[config.mk]
export PLATFORM = sky130hd
export DESIGN_NAME = scancode_to_ascii_with_fifo
export DESIGN_NICKNAME = d
export VERILOG_FILES = /design/src/rtl/s2a_pkg.sv /design/src/rtl/scancode_to_ascii_with_fifo.sv
export SDC_FILE = /design/constraint.sdc
export NUM_CORES = 2
export LEC_CHECK = 0
export BUFFER_PORTS_ARGS = -buffer_cell sky130_fd_sc_hd__buf_2
export CORE_MARGIN = 4
export CORE_UTILIZATION = 40
export CTS_CLUSTER_DIAMETER = 40
export CTS_CLUSTER_SIZE = 8
export DETAILED_ROUTE_END_ITERATION = 7
export HOLD_SLACK_MARGIN = 0.03
export SYNTH_ARGS = -nofsm -noshare
export SYNTH_HDL_FRONTEND = slang
export SYNTH_SLANG_ARGS = --single-unit
[constraint.sdc]
create_clock -name clock -period 16.9 [get_ports clock]
set_input_delay 0 -clock clock [delete_from_list [all_inputs] [get_ports clock]]
set_output_delay 0 -clock clock [all_outputs]
set_load 0.03 [all_outputs]
[src/rtl/s2a_pkg.sv]
// ----------------------------------------------------------------------------
// s2a_pkg
// Shared constants and key map tables for the scancode to ascii decoder.
// ----------------------------------------------------------------------------
package s2a_pkg;

   localparam int QUEUE_DEPTH_DEFAULT = 256;

   localparam logic OP_SCANCODE = 1'b0;
   localparam logic OP_READ     = 1'b1;

   localparam logic [6:0] KEY_LSHIFT = 7'h2A;
   localparam logic [6:0] KEY_RSHIFT = 7'h36;
   localparam logic [6:0] KEY_CAPS   = 7'h3A;

   function automatic logic [7:0] rom_lower(input logic [6:0] key);
      logic [7:0] ch;
      case (key)
         7'h01: ch = 8'h1B;
         7'h02: ch = 8'h31;
         7'h03: ch = 8'h32;
         7'h04: ch = 8'h33;
         7'h05: ch = 8'h34;
         7'h06: ch = 8'h35;
         7'h07: ch = 8'h36;
         7'h08: ch = 8'h37;
         7'h09: ch = 8'h38;
         7'h0A: ch = 8'h39;
         7'h0B: ch = 8'h30;
         7'h0C: ch = 8'h2D;
         7'h0D: ch = 8'h3D;
         7'h0E: ch = 8'h08;
         7'h0F: ch = 8'h09;
         7'h10: ch = 8'h71;
         7'h11: ch = 8'h77;
         7'h12: ch = 8'h65;
         7'h13: ch = 8'h72;
         7'h14: ch = 8'h74;
         7'h15: ch = 8'h79;
         7'h16: ch = 8'h75;
         7'h17: ch = 8'hFD;
         7'h18: ch = 8'h6F;
         7'h19: ch = 8'h70;
         7'h1A: ch = 8'hF0;
         7'h1B: ch = 8'hFC;
         7'h1C: ch = 8'h0A;
         7'h1E: ch = 8'h61;
         7'h1F: ch = 8'h73;
         7'h20: ch = 8'h64;
         7'h21: ch = 8'h66;
         7'h22: ch = 8'h67;
         7'h23: ch = 8'h68;
         7'h24: ch = 8'h6A;
         7'h25: ch = 8'h6B;
         7'h26: ch = 8'h6C;
         7'h27: ch = 8'hFE;
         7'h28: ch = 8'h69;
         7'h29: ch = 8'h2C;
         7'h2B: ch = 8'h3C;
         7'h2C: ch = 8'h7A;
         7'h2D: ch = 8'h78;
         7'h2E: ch = 8'h63;
         7'h2F: ch = 8'h76;
         7'h30: ch = 8'h62;
         7'h31: ch = 8'h6E;
         7'h32: ch = 8'h6D;
         7'h33: ch = 8'hF6;
         7'h34: ch = 8'hE7;
         7'h35: ch = 8'h2E;
         7'h37: ch = 8'h2A;
         7'h39: ch = 8'h20;
         7'h4E: ch = 8'h2D;
         7'h52: ch = 8'h2B;
         default: ch = 8'h00;
      endcase
      return ch;
   endfunction

   function automatic logic [7:0] rom_upper(input logic [6:0] key);
      logic [7:0] ch;
      case (key)
         7'h01: ch = 8'h1B;
         7'h02: ch = 8'h21;
         7'h03: ch = 8'h40;
         7'h04: ch = 8'h23;
         7'h05: ch = 8'h24;
         7'h06: ch = 8'h25;
         7'h07: ch = 8'h5E;
         7'h08: ch = 8'h26;
         7'h09: ch = 8'h2A;
         7'h0A: ch = 8'h28;
         7'h0B: ch = 8'h29;
         7'h0C: ch = 8'h5F;
         7'h0D: ch = 8'h2B;
         7'h0E: ch = 8'h08;
         7'h0F: ch = 8'h09;
         7'h10: ch = 8'h51;
         7'h11: ch = 8'h57;
         7'h12: ch = 8'h45;
         7'h13: ch = 8'h52;
         7'h14: ch = 8'h54;
         7'h15: ch = 8'h59;
         7'h16: ch = 8'h55;
         7'h17: ch = 8'h49;
         7'h18: ch = 8'h4F;
         7'h19: ch = 8'h50;
         7'h1A: ch = 8'hC4;
         7'h1B: ch = 8'hDC;
         7'h1C: ch = 8'h0A;
         7'h1E: ch = 8'h41;
         7'h1F: ch = 8'h53;
         7'h20: ch = 8'h44;
         7'h21: ch = 8'h46;
         7'h22: ch = 8'h47;
         7'h23: ch = 8'h48;
         7'h24: ch = 8'h4A;
         7'h25: ch = 8'h4B;
         7'h26: ch = 8'h4C;
         7'h27: ch = 8'hDE;
         7'h28: ch = 8'hC5;
         7'h29: ch = 8'h3B;
         7'h2B: ch = 8'h3E;
         7'h2C: ch = 8'h5A;
         7'h2D: ch = 8'h58;
         7'h2E: ch = 8'h43;
         7'h2F: ch = 8'h56;
         7'h30: ch = 8'h42;
         7'h31: ch = 8'h4E;
         7'h32: ch = 8'h4D;
         7'h33: ch = 8'hD6;
         7'h34: ch = 8'hC3;
         7'h35: ch = 8'h3A;
         7'h37: ch = 8'h2A;
         7'h39: ch = 8'h20;
         7'h4E: ch = 8'h2D;
         7'h52: ch = 8'h2B;
         default: ch = 8'h00;
      endcase
      return ch;
   endfunction

endpackage

[src/rtl/scancode_to_ascii_with_fifo.sv]
// ----------------------------------------------------------------------------
// scancode_to_ascii_with_fifo
// Decodes set 1 keyboard scancodes into characters held in a queue, and
// returns one queued character, or an empty result, for each read request.
// ----------------------------------------------------------------------------
// a read returns its character in the cycle after its transfer
// throughput: one item per cycle; a read waits only while a result is stalled
// scancodes are taken even while a result is stalled
// queue ram has one write port and one registered read port
// reset clears pointers, shift, caps and the result valid; ram is not cleared
module scancode_to_ascii_with_fifo #(
   parameter int QUEUE_DEPTH = s2a_pkg::QUEUE_DEPTH_DEFAULT
) (
   input  logic       clock,
   input  logic       reset,
   input  logic       req_valid,
   output logic       req_stall,
   input  logic       req_opcode,
   input  logic [7:0] req_scancode,
   output logic       rsp_valid,
   input  logic       rsp_stall,
   output logic [7:0] rsp_character,
   output logic       rsp_queue_empty
);

   localparam int PTR_W = $clog2(QUEUE_DEPTH);
   localparam logic [PTR_W-1:0] PTR_LAST = PTR_W'(QUEUE_DEPTH - 1);

   logic [7:0]       queue_mem [QUEUE_DEPTH];
   logic [PTR_W-1:0] wr_ptr_ff, wr_ptr_in;
   logic [PTR_W-1:0] rd_ptr_ff, rd_ptr_in;
   logic [PTR_W-1:0] wr_next;
   logic [PTR_W-1:0] rd_next;
   logic             shift_ff, shift_in;
   logic             caps_ff, caps_in;
   logic             rsp_valid_ff, rsp_valid_in;
   logic             empty_ff;
   logic [7:0]       rd_data_ff;

   logic       req_xfer;
   logic       rsp_xfer;
   logic       is_read;
   logic       is_make;
   logic [6:0] key;
   logic       letter;
   logic       upper;
   logic [7:0] dec_char;
   logic       push;
   logic       pop;
   logic       queue_empty;

   assign req_stall = rsp_valid_ff && rsp_stall && (req_opcode == s2a_pkg::OP_READ);
   assign req_xfer  = req_valid && !req_stall;
   assign rsp_xfer  = rsp_valid_ff && !rsp_stall;
   assign is_read   = req_opcode == s2a_pkg::OP_READ;

   assign key     = req_scancode[6:0];
   assign is_make = !req_scancode[7];
   assign letter  = key inside {[7'h10:7'h19], [7'h1E:7'h26], [7'h2C:7'h32]};
   assign upper   = letter ? (shift_ff ^ caps_ff) : shift_ff;
   assign dec_char = upper ? s2a_pkg::rom_upper(key) : s2a_pkg::rom_lower(key);

   assign wr_next = (wr_ptr_ff == PTR_LAST) ? '0 : wr_ptr_ff + 1'b1;
   assign rd_next = (rd_ptr_ff == PTR_LAST) ? '0 : rd_ptr_ff + 1'b1;
   assign queue_empty = rd_ptr_ff == wr_ptr_ff;

   always_comb begin
      shift_in = shift_ff;
      caps_in  = caps_ff;
      push     = 1'b0;
      if (req_xfer && !is_read) begin
         if (!is_make) begin
            if (key == s2a_pkg::KEY_LSHIFT || key == s2a_pkg::KEY_RSHIFT) begin
               shift_in = 1'b0;
            end
         end else if (key == s2a_pkg::KEY_LSHIFT || key == s2a_pkg::KEY_RSHIFT) begin
            shift_in = 1'b1;
         end else if (key == s2a_pkg::KEY_CAPS) begin
            caps_in = !caps_ff;
         end else begin
            push = (dec_char != 8'h00) && (wr_next != rd_ptr_ff);
         end
      end
   end

   assign pop          = req_xfer && is_read && !queue_empty;
   assign wr_ptr_in    = push ? wr_next : wr_ptr_ff;
   assign rd_ptr_in    = pop ? rd_next : rd_ptr_ff;
   assign rsp_valid_in = (req_xfer && is_read) ? 1'b1 : (rsp_xfer ? 1'b0 : rsp_valid_ff);

   always_ff @(posedge clock) begin
      if (reset) begin
         wr_ptr_ff    <= '0;
         rd_ptr_ff    <= '0;
         shift_ff     <= 1'b0;
         caps_ff      <= 1'b0;
         rsp_valid_ff <= 1'b0;
      end else begin
         wr_ptr_ff    <= wr_ptr_in;
         rd_ptr_ff    <= rd_ptr_in;
         shift_ff     <= shift_in;
         caps_ff      <= caps_in;
         rsp_valid_ff <= rsp_valid_in;
      end
   end

   // queue ram and result register
   always_ff @(posedge clock) begin
      if (push) begin
         queue_mem[wr_ptr_ff] <= dec_char;
      end
      if (pop) begin
         rd_data_ff <= queue_mem[rd_ptr_ff];
      end
      if (req_xfer && is_read) begin
         empty_ff <= queue_empty;
      end
   end

   assign rsp_valid       = rsp_valid_ff;
   assign rsp_character   = empty_ff ? 8'h00 : rd_data_ff;
   assign rsp_queue_empty = empty_ff;

   a_empty_read: assert property (@(posedge clock) disable iff (reset)
      req_xfer && is_read && queue_empty |=> rsp_valid && rsp_queue_empty
         && rsp_character == 8'h00)
      else $error("empty read did not return empty result");

   a_stall_needs_result: assert property (@(posedge clock) disable iff (reset)
      req_stall |-> rsp_valid_ff)
      else $error("request stalled without a pending result");

   a_scan_keeps_rd: assert property (@(posedge clock) disable iff (reset)
      req_xfer && !is_read |=> $stable(rd_ptr_ff))
      else $error("scancode transfer moved the read pointer");

   a_no_push_when_full: assert property (@(posedge clock) disable iff (reset)
      push |-> wr_next != rd_ptr_ff)
      else $error("push into a full queue");

   a_result_holds: assert property (@(posedge clock) disable iff (reset)
      rsp_valid_ff && rsp_stall |=> rsp_valid_ff && $stable(empty_ff))
      else $error("stalled result changed");

endmodule
==> summary.md <==
| Metric | Value |
|---|---|
| WL final | `198 mm` |
| Reg-to-Reg End | `rd_data_ff[0]` |
| Fmax | `171 MHz` |
| Vias in the first global route | `39681` |
| Most frequent cells in the layout | `edfxtp_1, mux4_2, clkbuf_16` |
| R2R setup slack | `11040 ps` |
| CORE AREA | `204000 sq um` |
| Worst vdd ir | `0.106 mV` |
| Largest net degree at the start of global routing | `205` |
| Longest Clk Path Bufs | `4` |
| Number of setup buffers added after CTS | `0` |
| Reg-to-reg startpoint | `rd_ptr_ff[0]` |
| RSZ-0062 raised after global routing | `no` |
| PD cells | `129 nW/um^2` |
| CP Launch Type | `flop` |
| Gpl congestion | `0.777` |
| CTS Buf Count | `340` |
| Row count | `166` |
| EDFF count, synth | `2057` |
| # port buffers | `23` |
| Ys Warns | `0` |
| Max incr delay on CP | `960 ps` |
| Clock sinks | `2076` |
| Measured slew at the worst slew-check pin | `1310 ps` |
| Clock H-tree levels | `5` |
| Worst-path fanout max | `115` |
| Die span in y | `461 um` |
| DP HPWL | `112 mm` |
| Layout cells sized above 1 | `0.300` |
| Period utilisation layout | `0.347` |
| Via count | `38584` |
| GRT Total Usage | `0.188` |
| Vias per inst | `5.79` |
| First-pass GRT wire length | `290 mm` |
| Hold/Removal Path Class | `in -> reg` |
| Mean post-synth cell area | `22.6 sq um` |
| Leak Pwr | `26.9 nW` |
| Detailed Route Iter0 Violations | `4639` |
| Synth unique cells | `80` |
| Fraction of registers with async set/reset | `0` |
| Ports | `24` |
| WP data required | `17540 ps` |
| Setup CP Type | `reg -> reg` |
| Status | `finished clean` |
| Clock latency on the worst-skew pair | `930 ps` |
| Slowest-stage cell, CP | `dfxtp_4` |
| Yosys reg bits | `2076` |
| Post-route ant nets | `0` |
| Clock Skew | `50.8 ps` |
| Mapped Nets | `3660` |
| Worst Path Arrival | `6500 ps` |
| WL/cell | `29.8 um` |
| Nets | `3863` |
| Initial core utilization | `0.402` |
| Clock root cell | `clkbuf_16` |
| Hold EP | `rd_ptr_ff[6]` |
| Slew headroom | `0.118` |
| Synthesis-to-layout area growth | `15.7%` |
| Synth Flop Type | `edfxtp_1` |
| DIE AREA | `213000 sq um` |
| Drt pass-1 iters | `6` |
| CP delay by family, top | `buffers and inverters` |
| Post-synthesis instance total | `3637` |
| Worst hold slack | `141 ps` |
| Commonest non-fill, non-tap cell in the layout | `edfxtp_1` |
| Crit-path most repeated cell | `mux4_2` |
| Final setup TNS | `0 ps` |
| Antenna violations before repair | `8` |
| Worst Hold Depth | `3` |
| # Max-Cap Violations | `0` |
| Slew Limit Fails | `0` |
| Fin crit period | `5860 ps` |
| Hold Vio Cnt, Final | `0` |
| CTS tree | `built` |
| Mapped cell area | `82100 sq um` |
| Seq/Total Area, Yosys | `0.757` |
| CTS clk-pin slew, worst paths | `50 ps` |
| Die Wd | `461 um` |
| Hold_sp | `reset` |
| Drt drc | `0` |
| Reg2reg path depth | `8` |
| Crit path buf inv count | `3` |
| Setup crit end kind | `flop` |
| GRT overflow | `0` |
| Final setup vio count | `0` |
| Critical-path cell list | `buf_12 > buf_4 > buf_4 > mux4_2 > mux4_2 > mux4_2 > a22oi_1 > nand2_1` |
power breakdown:
group	leakage [nW]	switching [W]	internal [W]
combinational	4.56	0.000288	0.000143
clock	4.72	0.00216	0.00389
sequential	17.6	0.00000996	0.00573
total	26.9	0.00246	0.00977
final cells by class:
class,count,area [sq um]
clock buffer,406,8950
clock inverter,71,749
tap,2688,3360
inverter,11,48.8
sequential,2076,62200
multi-input combinational,1317,18900
timing repair buffer,94,803
antenna,5,12.5
fill,16664,109000
logic make-up after synthesis:
family,Yosys count,share of synthesized area
DFF,2076,0.757
muxes,687,0.186
and+or+nand+nor,472,0.0275
buffers and inverters,244,0.0140
AOI/OAI and AO/OA,124,0.0109
xor gates and xnor gates,24,0.00279
adders and majority gates,10,0.00152
metal layers:
layer / track usage / vias to the layer above / wire length, um
met3: 0.0393 / 307 / 14500
met2: 0.298 / 1597 / 97200
met4: 0.0564 / 0 / 4830
li1: - / 15808 / -
met5: 0 / - / 0
met1: 0.265 / 20872 / 81900
worst register-to-register path: stages, from the launching register on:
cell	delay, ps
dfxtp_4	960
buf_12	760
buf_4	820
buf_4	920
mux4_2	710
mux4_2	540
mux4_2	500
a22oi_1	270
nand2_1	100
Yosys cell counts, types with 16 or more instances:
cell | instances | share of area
nor3_1 | 25 | 0.0015
a21oi_1 | 28 | 0.0017
a22oi_1 | 16 | 0.0015
mux4_2 | 672 | 0.18
nand2b_1 | 18 | 0.0014
nor2_1 | 276 | 0.013
dfxtp_1 | 19 | 0.0046
buf_2 | 58 | 0.0035
clkbuf_1 | 121 | 0.0055
edfxtp_1 | 2057 | 0.75
o21ai_0 | 17 | 0.0010
buf_1 | 28 | 0.0013
nand3_1 | 22 | 0.0013
nand2_1 | 47 | 0.0021
nor2b_1 | 26 | 0.0020
state kept, by name, summed over array words and instances (netlist names):
signal,flops
queue_mem,2048
rd_data_ff,8
rd_ptr_ff,8
wr_ptr_ff,8
caps_ff,1
rsp_queue_empty,1
rsp_valid,1
shift_ff,1
what timing repair did:
item,in CTS,in global routing
endpoints found under the hold margin,51,0
hold buffers,13,0
gates resized for setup,0,0
how the worst max path moves through the flow:
stage                     from               to  slack, ps  depth (start not counted)
2_1_floorplan  req_scancode[0]  queue_mem[0][3]       3600                          9
3_3_place_gp      rd_ptr_ff[0]    rd_data_ff[0]      10750                          8
3_5_place_dp   req_scancode[2]  queue_mem[0][0]      10770                         12
4_1_cts           rd_ptr_ff[0]    rd_data_ff[0]      10810                          8
5_1_grt           rd_ptr_ff[0]    rd_data_ff[0]      10490                          8
6_report          rd_ptr_ff[0]    rd_data_ff[0]      11040                          8
stage by stage:
stage	utilization	area, sq um	total power, W	setup slack (ps)	std cells
2_1_floorplan	-	82100	0.00615	3600	3637
3_3_place_gp	0.417	85100	0.00627	10750	6173
5_1_grt	0.465	95000	0.0126	10490	6666
3_5_place_dp	0.417	85100	0.00628	10770	6173
4_1_cts	0.465	95000	0.0123	10810	6663
6_report	0.465	95000	0.0122	11040	6668
(Power assumes the default switching activity.)
